### config.mk
export PLATFORM = sky130hd
export DESIGN_NAME = top_k_distinct_scores
export DESIGN_NICKNAME = d
export VERILOG_FILES = /design/src/hw/rtl/tkds_pkg.sv /design/src/hw/rtl/tkds_cell.sv /design/src/hw/rtl/top_k_distinct_scores.sv
export SDC_FILE = /design/constraint.sdc
export NUM_CORES = 1
export LEC_CHECK = 0
export BUFFER_PORTS_ARGS = -buffer_cell sky130_fd_sc_hd__buf_4
export CAP_MARGIN = 10
export CORE_MARGIN = 2
export CORE_UTILIZATION = 59
export DETAILED_ROUTE_END_ITERATION = 8
export GPL_ROUTABILITY_DRIVEN = 0
export PLACE_DENSITY = 0.9
export REMOVE_ABC_BUFFERS = 1
export SYNTH_ARGS = -nofsm -noshare
export SYNTH_HDL_FRONTEND = slang
export SYNTH_SLANG_ARGS = --single-unit
### constraint.sdc
create_clock -name clk -period 11.5 [get_ports clk]
set_input_delay 2.3 -clock clk [delete_from_list [all_inputs] [get_ports clk]]
set_output_delay 2.3 -clock clk [all_outputs]
set_load 0.02 [all_outputs]
### src/hw/rtl/tkds_pkg.sv
package tkds_pkg;

  localparam int unsigned SCORE_FIELD_W = 24;
  localparam int unsigned COUNT_FIELD_W = 3;
  localparam int unsigned SHOWN_SLOTS   = 5;
  localparam int unsigned COUNT_WIDE_W  = 6;
  localparam int unsigned SCORE_WIDE_W  = 32;
  localparam int unsigned IN_TDATA_W    = 24;
  localparam int unsigned OUT_TDATA_W   = 128;
  localparam int unsigned OUT_USED_W    = COUNT_FIELD_W + SHOWN_SLOTS * SCORE_FIELD_W;

  typedef struct packed {
    logic gt;
    logic eq;
  } tkds_flags_t;

endpackage

### src/hw/rtl/tkds_cell.sv
module tkds_cell #(
  parameter int unsigned SCORE_BITS = 24
) (
  input  logic                   clk,
  input  logic                   load,
  input  logic [SCORE_BITS-1:0]  score,
  input  logic                   valid,
  input  logic                   dup,
  input  logic [SCORE_BITS-1:0]  prev_value,
  input  logic                   prev_gt,
  output logic [SCORE_BITS-1:0]  value_o,
  output logic [SCORE_BITS-1:0]  value_nxt_o,
  output tkds_pkg::tkds_flags_t  flags_o
);

  logic [SCORE_BITS-1:0] value_r;
  logic [SCORE_BITS-1:0] value_nxt;

  always_comb begin
    flags_o.gt = valid && (value_r > score);
    flags_o.eq = valid && (value_r == score);
    if (dup || flags_o.gt) begin
      value_nxt = value_r;
    end else if (prev_gt) begin
      value_nxt = score;
    end else begin
      value_nxt = prev_value;
    end
  end

  always_ff @(posedge clk) begin
    if (load) begin
      value_r <= value_nxt;
    end
  end

  assign value_o     = value_r;
  assign value_nxt_o = value_nxt;

endmodule

### src/hw/rtl/top_k_distinct_scores.sv
// Channel | Direction | tdata (low bit up)                          | tuser | tlast
// in_     | request   | score[23:0]                                 | -     | last_of_history
// out_    | result    | kept_count[2:0], rank_one .. rank_five 24b  | -     | -
//
// One request per cycle unless the output stalls: every cell compares the
// score against its entry in parallel and the row shifts by one place below
// the insertion point. The result sits in an output register; a new request
// is taken while it is being read. Synchronous active-low reset clears the
// entry count and the output valid; the entries themselves are not reset.
module top_k_distinct_scores #(
  parameter int unsigned KEEP_COUNT = 5,
  parameter int unsigned SCORE_BITS = 24
) (
  input  logic                               clk,
  input  logic                               rst_n,
  input  logic                               in_tvalid,
  output logic                               in_tready,
  input  logic [tkds_pkg::IN_TDATA_W-1:0]    in_tdata,  // score
  input  logic                               in_tlast,
  output logic                               out_tvalid,
  input  logic                               out_tready,
  output logic [tkds_pkg::OUT_TDATA_W-1:0]   out_tdata  // kept_count, rank_one..rank_five
);

  localparam int unsigned CNT_W = $clog2(KEEP_COUNT + 1);

  logic                        load;
  logic [tkds_pkg::SCORE_WIDE_W-1:0] score_wide;
  logic [SCORE_BITS-1:0]       score;
  logic [KEEP_COUNT-1:0]       valid;
  logic [KEEP_COUNT-1:0]       gt;
  logic [KEEP_COUNT-1:0]       eq;
  logic [SCORE_BITS-1:0]       value [KEEP_COUNT];
  logic [SCORE_BITS-1:0]       value_nxt [KEEP_COUNT];
  tkds_pkg::tkds_flags_t       flags [KEEP_COUNT];
  logic                        dup;
  logic                        insert;
  logic [CNT_W-1:0]            count_r;
  logic [CNT_W-1:0]            count_nxt;
  logic [tkds_pkg::COUNT_WIDE_W-1:0] count_wide;
  logic [tkds_pkg::COUNT_FIELD_W-1:0] kept;
  logic [tkds_pkg::SCORE_FIELD_W-1:0] rank [tkds_pkg::SHOWN_SLOTS];
  logic [tkds_pkg::OUT_TDATA_W-1:0]   out_data_nxt;
  logic [tkds_pkg::OUT_TDATA_W-1:0]   out_data_r;
  logic                        out_valid_r;

  assign in_tready  = !out_valid_r || out_tready;
  assign load       = in_tvalid && in_tready;
  assign score_wide = tkds_pkg::SCORE_WIDE_W'(in_tdata[tkds_pkg::SCORE_FIELD_W-1:0]);
  assign score      = score_wide[SCORE_BITS-1:0];

  for (genvar i = 0; i < KEEP_COUNT; i++) begin : g_cell
    assign valid[i] = count_r > CNT_W'(i);
    assign gt[i]    = flags[i].gt;
    assign eq[i]    = flags[i].eq;
    if (i == 0) begin : g_head
      tkds_cell #(.SCORE_BITS(SCORE_BITS)) u_cell (
        .clk         (clk),
        .load        (load),
        .score       (score),
        .valid       (valid[i]),
        .dup         (dup),
        .prev_value  (score),
        .prev_gt     (1'b1),
        .value_o     (value[i]),
        .value_nxt_o (value_nxt[i]),
        .flags_o     (flags[i])
      );
    end else begin : g_body
      tkds_cell #(.SCORE_BITS(SCORE_BITS)) u_cell (
        .clk         (clk),
        .load        (load),
        .score       (score),
        .valid       (valid[i]),
        .dup         (dup),
        .prev_value  (value[i-1]),
        .prev_gt     (gt[i-1]),
        .value_o     (value[i]),
        .value_nxt_o (value_nxt[i]),
        .flags_o     (flags[i])
      );
    end
  end

  assign dup    = |eq;
  assign insert = !dup && !gt[KEEP_COUNT-1];

  always_comb begin
    count_nxt = count_r;
    if (insert && (count_r < CNT_W'(KEEP_COUNT))) begin
      count_nxt = count_r + CNT_W'(1);
    end
  end

  assign count_wide = tkds_pkg::COUNT_WIDE_W'(count_nxt);
  assign kept = (count_wide > tkds_pkg::COUNT_WIDE_W'(7)) ? 3'd7 :
                count_wide[tkds_pkg::COUNT_FIELD_W-1:0];

  for (genvar k = 0; k < tkds_pkg::SHOWN_SLOTS; k++) begin : g_slot
    if (k < KEEP_COUNT) begin : g_kept
      logic [tkds_pkg::SCORE_WIDE_W-1:0] slot_wide;
      assign slot_wide = tkds_pkg::SCORE_WIDE_W'(value_nxt[k]);
      assign rank[k] = (count_nxt > CNT_W'(k)) ?
                       slot_wide[tkds_pkg::SCORE_FIELD_W-1:0] : '0;
    end else begin : g_none
      assign rank[k] = '0;
    end
  end

  assign out_data_nxt = tkds_pkg::OUT_TDATA_W'({rank[4], rank[3], rank[2], rank[1], rank[0],
                                                 kept});

  always_ff @(posedge clk) begin
    if (!rst_n) begin
      count_r     <= '0;
      out_valid_r <= 1'b0;
    end else begin
      if (load) begin
        count_r     <= in_tlast ? '0 : count_nxt;
        out_valid_r <= 1'b1;
      end else if (out_tready) begin
        out_valid_r <= 1'b0;
      end
    end
  end

  always_ff @(posedge clk) begin
    if (load) begin
      out_data_r <= out_data_nxt;
    end
  end

  assign out_tvalid = out_valid_r;
  assign out_tdata  = out_data_r;

endmodule
==> impl_metrics.py, run 1 <==
metrics = {
    "clock_network": {
        "cts_sinks": 247,
        "cts_hold_buf": 0,
        "clock_latency_ps": 540,
        "post_cts_resized": 0,
        "cts_root_buf": "clkbuf_16",
        "postCtsSetupRepairBufs": 0,
        "cts_buffers": 26,
        "cts_max_level": 1,
        "cts_tree": "built",
        "cts.path.max_buffers": 3,
        "clkTransAtPathRegs_ps": 60,
    },
    "timing": {
        "tightest_slew_ps": 1139,
        "hold_violations": 0,
        "rsz0062_at_grt": "no",
        "hold_slack_ps": 594.8,
        "max_freq_mhz": 176.2,
        "setup_violations": 0,
        "finalWorstSetupSlack_ps": 5825,
        "slew_violations": 0,
        "min_period_over_period_pct": 49.35,
        "setup_tns_ps": 0,
        "period_needed_ps": 5675,
        "skew_ps": 11.96,
        "max_slew_margin_pct": 23.93,
    },
    "worst_setup_path": {
        "path_max_fanout": 42,
        "r2r_cells": 10,
        "arrival_ps": 5980,
        "cp.required_ps": 11800,
        "crit_start": "in_tdata[17]",
        "regToRegStartpoint": "count_r[2]",
        "rr_endpoint": "out_tdata[48]",
        "startpoint_type": "primary input",
        "worst-setup-path-type": "in -> reg",
        "crit_path_end_kind": "flop",
        "rrSetupSlack_ps": 7290,
    },
    "global_routing": {
        "antenna_found_initial": 0,
        "grt_max_degree": 74,
        "grt_usage_pct": 29.49,
        "grt_pass1_wl_mm": 56.80,
        "grt_pass1_vias": 10612,
        "grt_overflow": 0,
    },
    "detailed_routing": {
        "drcViolationCount": 0,
        "drt_iter0_markers": 1270,
        "drtPass1Iterations": 8,
        "routedWlPerCell_um": 21.98,
        "vias_per_cell": 6.389,
        "vias": 10791,
        "wl_mm": 37.13,
        "ant_nets": 0,
    },
    "placed_design": {
        "port_buffers": 153,
        "pre_cts_slack_ps": 5395,
        "dpl.hpwl_mm": 25.30,
        "dpl.cell_count": 1642,
    },
    "worst_hold_path": {
        "min_path_type": "reg -> reg",
        "hp-start": "out_tvalid",
        "whs_path_depth": 2,
        "min_to": "out_tvalid",
    },
    "synthesis": {
        "synth_edf_count": 243,
        "synth-seq-cells": 247,
        "yosysWarnings": 0,
        "netlist-cell-type-count": 59,
        "ys.flop_type": "edfxtp_1",
        "mappedNetlistArea_sq_um": 14010,
        "ys_seq_area_share_pct": 52.66,
        "avgSynthCellArea_sq_um": 11.61,
        "synth_cells": 1207,
        "ys_async_sr_fraction_pct": 0,
    },
    "floorplan": {
        "start_util_pct": 59.86,
        "dieArea_sq_um": 24990,
        "die_y_um": 158.1,
        "pin_count": 159,
        "core_region_area_sq_um": 23400,
        "row_count": 56,
        "die_x_um": 158.1,
    },
    "flow_run": {
        "cap_violations": 0,
    },
    "layout": {
        "final_nets": 1505,
        "drive_gt1_share_pct": 18.83,
        "syn2layout_area_growth_pct": 15.96,
        "n_fill_cell": 1614,
        "final_core_util_pct": 69.42,
        "final_common_cell": "edfxtp_1",
        "antenna_cells": 0,
        "finalNonFillerCells": 1689,
        "layout_common_cells": "edfxtp_1 (243), buf_4 (168), a21oi_1 (143)",
    },
    "status": {
        "outcome": "finished clean",
    },
    "power": {
        "peakVddDrop_mv": 0.1064,
        "powerDensity_nw_per_um2": 141.2,
        "p_leak_nw": 6.914,
    },
}
power by group:
group          internal (W)  switching, W  total, W
combinational      0.000136      0.000220  0.000356
clock              0.000475      0.000355  0.000831
sequential          0.00107     0.0000415   0.00111
total               0.00168      0.000616   0.00229
how the worst max path moves through the flow:
stage | endpoint | slack [ps] | depth (start not counted)
4_1_cts | out_tdata[28] | 5920 | 13
2_1_floorplan | count_r[0] | 2590 | 5
3_5_place_dp | out_tdata[28] | 5400 | 13
6_report | out_tdata[77] | 5830 | 12
3_3_place_gp | out_tdata[82] | 5540 | 12
5_1_grt | out_tdata[28] | 5570 | 13
cell type report:
type / instances / area (sq um) / area share (%)
clock buffer: 35 / 705.7 / 4.344
clock inverter: 12 / 118.9 / 0.7317
inverter: 60 / 226.5 / 1.394
multi-input combinational: 848 / 6157 / 37.90
sequential: 247 / 7377 / 45.41
tap: 319 / 399.1 / 2.457
timing repair buffer: 168 / 1261 / 7.763
stage by stage:
step	cell area [sq um]	power [W]
finish	16250	0.002294
global route	16250	0.002362
CTS	16250	0.002284
detailed placement	15420	0.001465
global placement	15420	0.001446
floorplan	13700	0.001344
kinds of logic (layout without fill, tap and decap cells):
logic type,Yosys count,in the layout,share of synthesized area (%)
mux,121,121,8.645
flops,247,247,52.66
buf+inv,116,275,3.921
compound gates,295,295,13.26
xor+xnor,1,1,0.06253
other cells,1,5,0.02677
simple gates,301,301,10.26
fa+ha+maj,125,125,11.16
state kept, by name, indices dropped and copies added (netlist names):
register	cells
out_tdata	123
g_cell.g_body.u_cell.value_o	96
out_tvalid	1
count_r	3
g_cell.g_head.u_cell.value_o	24
metal layers:
layer	up-vias	share of wire, %	track usage [%]	wire [um]
met5	-	0	0	0
met4	0	4.5	13.17	1666
met3	141	11	6.105	4123
met2	706	46	47.33	17110
met1	5083	38	38.89	14230
li1	4861	-	-	-
critical path, stage by stage:
cell and delay (ps):
buf_4 140, inv_1 160, ha_1 300, a21o_1 200, nand3_1 80, a21oi_1 90
a211oi_1 510, o311ai_1 310, a21oi_4 790, buf_4 550, nor2_1 120, a211oi_1 390
Yosys cell counts, drive strengths merged, types with 2 or more instances:
| cell | count | area (sq um) |
|---|---|---|
| edfxtp | 243 | 7297 |
| o31ai | 4 | 30.03 |
| nand2b | 2 | 12.51 |
| a21boi | 3 | 22.52 |
| nand2 | 75 | 281.5 |
| or2 | 24 | 150.1 |
| nor3 | 11 | 65.06 |
| nand4 | 34 | 212.7 |
| a221oi | 2 | 17.52 |
| nand3 | 15 | 75.07 |
| clkbuf | 22 | 82.58 |
| ha | 125 | 1564 |
| o311ai | 3 | 33.79 |
| o2111ai | 2 | 23.77 |
| nor2b | 13 | 81.33 |
| a211oi | 76 | 570.6 |
| o211ai | 7 | 66.31 |
| dfxtp | 4 | 80.08 |
| inv | 59 | 221.5 |
| a21oi | 147 | 750.7 |
| or4 | 2 | 18.77 |
| o21a | 2 | 15.01 |
| a21o | 20 | 150.1 |
| o21ai | 22 | 110.1 |
| nor2 | 117 | 481.7 |
| buf | 34 | 240.2 |
| and4 | 2 | 17.52 |
| and2 | 2 | 12.51 |
| mux2i | 121 | 1211 |
No activity file was read; power rests on OpenSTA's default activity.
==> inputs of run 2 (changes only) <==
==> constraint.sdc (replaced) <==
create_clock -name clk -period 5.6 [get_ports clk]
set_input_delay 1.12 -clock clk [delete_from_list [all_inputs] [get_ports clk]]
set_output_delay 1.12 -clock clk [all_outputs]
set_load 0.02 [all_outputs]
==> run 2 against run 1 <==
Core utilization grew 0.57 points; die area did not move; critical path depth unchanged; worst setup slack got worse by 4500 ps; sequential power is 110% higher; clock skew increased by 0.95 ps; clock power is 110% higher; combinational power is 100% higher; non-clock buffer count increased by 12; cell count up 0.71%; register-to-register slack lost 5600 ps; critical path type unchanged; critical endpoint is now out_tdata[18].
==> impl_metrics.py, run 2 (synthesis results as in run 1) <==
metrics = {
    "global_routing": {
        "antenna_found_initial": 0,
        "grt_overflow": 0,
        "grt_pass1_wl_mm": 56.46,
        "grt_usage_pct": 29.26,
        "grt_max_degree": 98,
        "grt_pass1_vias": 10465,
    },
    "layout": {
        "largest_reg_flops": 123,
        "layout_common_cells": "edfxtp_1 (243), buf_4 (179), a21oi_1 (143)",
        "final_nets": 1517,
        "n_fill_cell": 1581,
        "drive_gt1_share_pct": 19.75,
        "syn2layout_area_growth_pct": 16.92,
        "multiInputGateArea_sq_um": 6150,
        "register_area_sq_um": 7377,
        "final_cell_area_sq_um": 16380,
        "final_common_cell": "edfxtp_1",
        "antenna_cells": 0,
    },
    "timing": {
        "setup_tns_ps": 0,
        "tightest_slew_ps": 1013,
        "max_freq_mhz": 233.8,
        "rsz0062_at_grt": "no",
        "period_needed_ps": 4278,
        "finalWorstSetupSlack_ps": 1322,
        "hold_violations": 0,
        "slew_violations": 0,
        "setup_violations": 0,
        "max_slew_margin_pct": 32.46,
        "min_period_over_period_pct": 76.39,
        "skew_ps": 12.91,
    },
    "worst_setup_path": {
        "startpoint_type": "primary input",
        "cp.required_ps": 5880,
        "path_max_fanout": 11,
        "crit_path_end_kind": "flop",
        "regToRegStartpoint": "count_r[2]",
        "r2r_cells": 10,
        "worst-setup-path-type": "in -> reg",
        "arrival_ps": 4560,
        "rr_endpoint": "out_tdata[97]",
        "rrSetupSlack_ps": 1660,
    },
    "floorplan": {
        "die_y_um": 158.1,
        "die_x_um": 158.1,
        "start_util_pct": 59.86,
        "dieArea_sq_um": 24990,
        "pin_count": 159,
        "core_region_area_sq_um": 23400,
        "row_count": 56,
    },
    "clock_network": {
        "cts.path.max_buffers": 3,
        "cts_max_level": 1,
        "clock_latency_ps": 540,
        "cts_root_buf": "clkbuf_16",
        "post_cts_resized": 0,
        "cts_hold_buf": 0,
        "cts_buffers": 26,
        "postCtsSetupRepairBufs": 0,
        "cts_tree": "built",
        "clkTransAtPathRegs_ps": 60,
        "cts_sinks": 247,
    },
    "worst_hold_path": {
        "min_path_type": "reg -> reg",
        "whs_path_depth": 2,
        "hp-start": "out_tvalid",
        "min_to": "out_tvalid",
    },
    "placed_design": {
        "place_area_sq_um": 15520,
        "pre_cts_slack_ps": 993.8,
        "dpl.hpwl_mm": 26.04,
        "port_buffers": 153,
    },
    "power": {
        "powerDensity_nw_per_um2": 291.2,
        "peakVddDrop_mv": 0.2003,
        "finalPower_w": 0.004770,
        "p_leak_nw": 7.003,
    },
    "detailed_routing": {
        "vias": 10849,
        "vias_per_cell": 6.378,
        "drtPass1Iterations": 6,
        "drcViolationCount": 0,
        "drt_iter0_markers": 1112,
        "wl_mm": 36.91,
        "routedWlPerCell_um": 21.70,
        "ant_nets": 0,
    },
    "status": {
        "outcome": "finished clean",
    },
    "flow_run": {
        "cap_violations": 0,
    },
}
==> run 2: cell types whose count changed in the layout (fill, tap and decap cells not counted), sizes merged <==
cell / change
clkinvlp: -2
clkbuf: -7
clkinv: +5
bufinv: +1
buf: +12
inv: +3
==> run 2: area by class of cell <==
cell class,count,share of cell area [%]
repair buffers,180,8.326
multi-input cells,848,37.54
inverters,60,1.383
well taps,319,2.437
clock inverters,19,1.123
clock buffers,28,4.148
flip-flops and latches,247,45.04
==> run 2: worst max path at each step <==
stage	startpoint	end	slack, ps	cells past startpoint
finish	in_tdata[14]	out_tdata[18]	1320	12
floorplan	out_tready	count_r[0]	-2130	5
global placement	in_tdata[21]	out_tdata[121]	1070	11
detailed placement	in_tdata[21]	out_tdata[121]	990	11
global route	in_tdata[21]	out_tdata[117]	1310	11
CTS	in_tdata[21]	out_tdata[121]	1500	11
==> run 2: per-stage QoR <==
stage          util, %  hold slack [ps]  instances
2_1_floorplan        -            553.4       1155
3_3_place_gp     66.30            532.6       1654
3_5_place_dp     66.30            546.1       1654
4_1_cts          69.99            561.3       1701
5_1_grt          69.99            598.0       1701
6_report         69.99            555.7       1701
==> run 2: routing by layer <==
layer	part of all wire [%]	up-vias	track usage, %
li1	-	4890	-
met1	39	5129	39.59
met2	46	693	47.08
met3	10	137	5.064
met4	4.4	0	11.93
met5	0	-	0
==> run 2: report_power, final <==
| group | internal, W | leakage, nW | total (W) | switching, W |
|---|---|---|---|---|
| clock network | 0.00102 | 0.422 | 0.00177 | 0.000747 |
| registers | 0.00219 | 2.43 | 0.00228 | 0.0000891 |
| logic | 0.000282 | 4.15 | 0.000728 | 0.000446 |
==> run 2: worst max-delay path: stages <==
cell and delay (ps):
buf_4 140, inv_1 190, ha_1 290, nand4_1 210, nor3_2 130, a21boi_0 150
nor4b_1 580, o21ai_1 290, or4_4 580, a21oi_4 430, buf_4 330, nor2_1 110
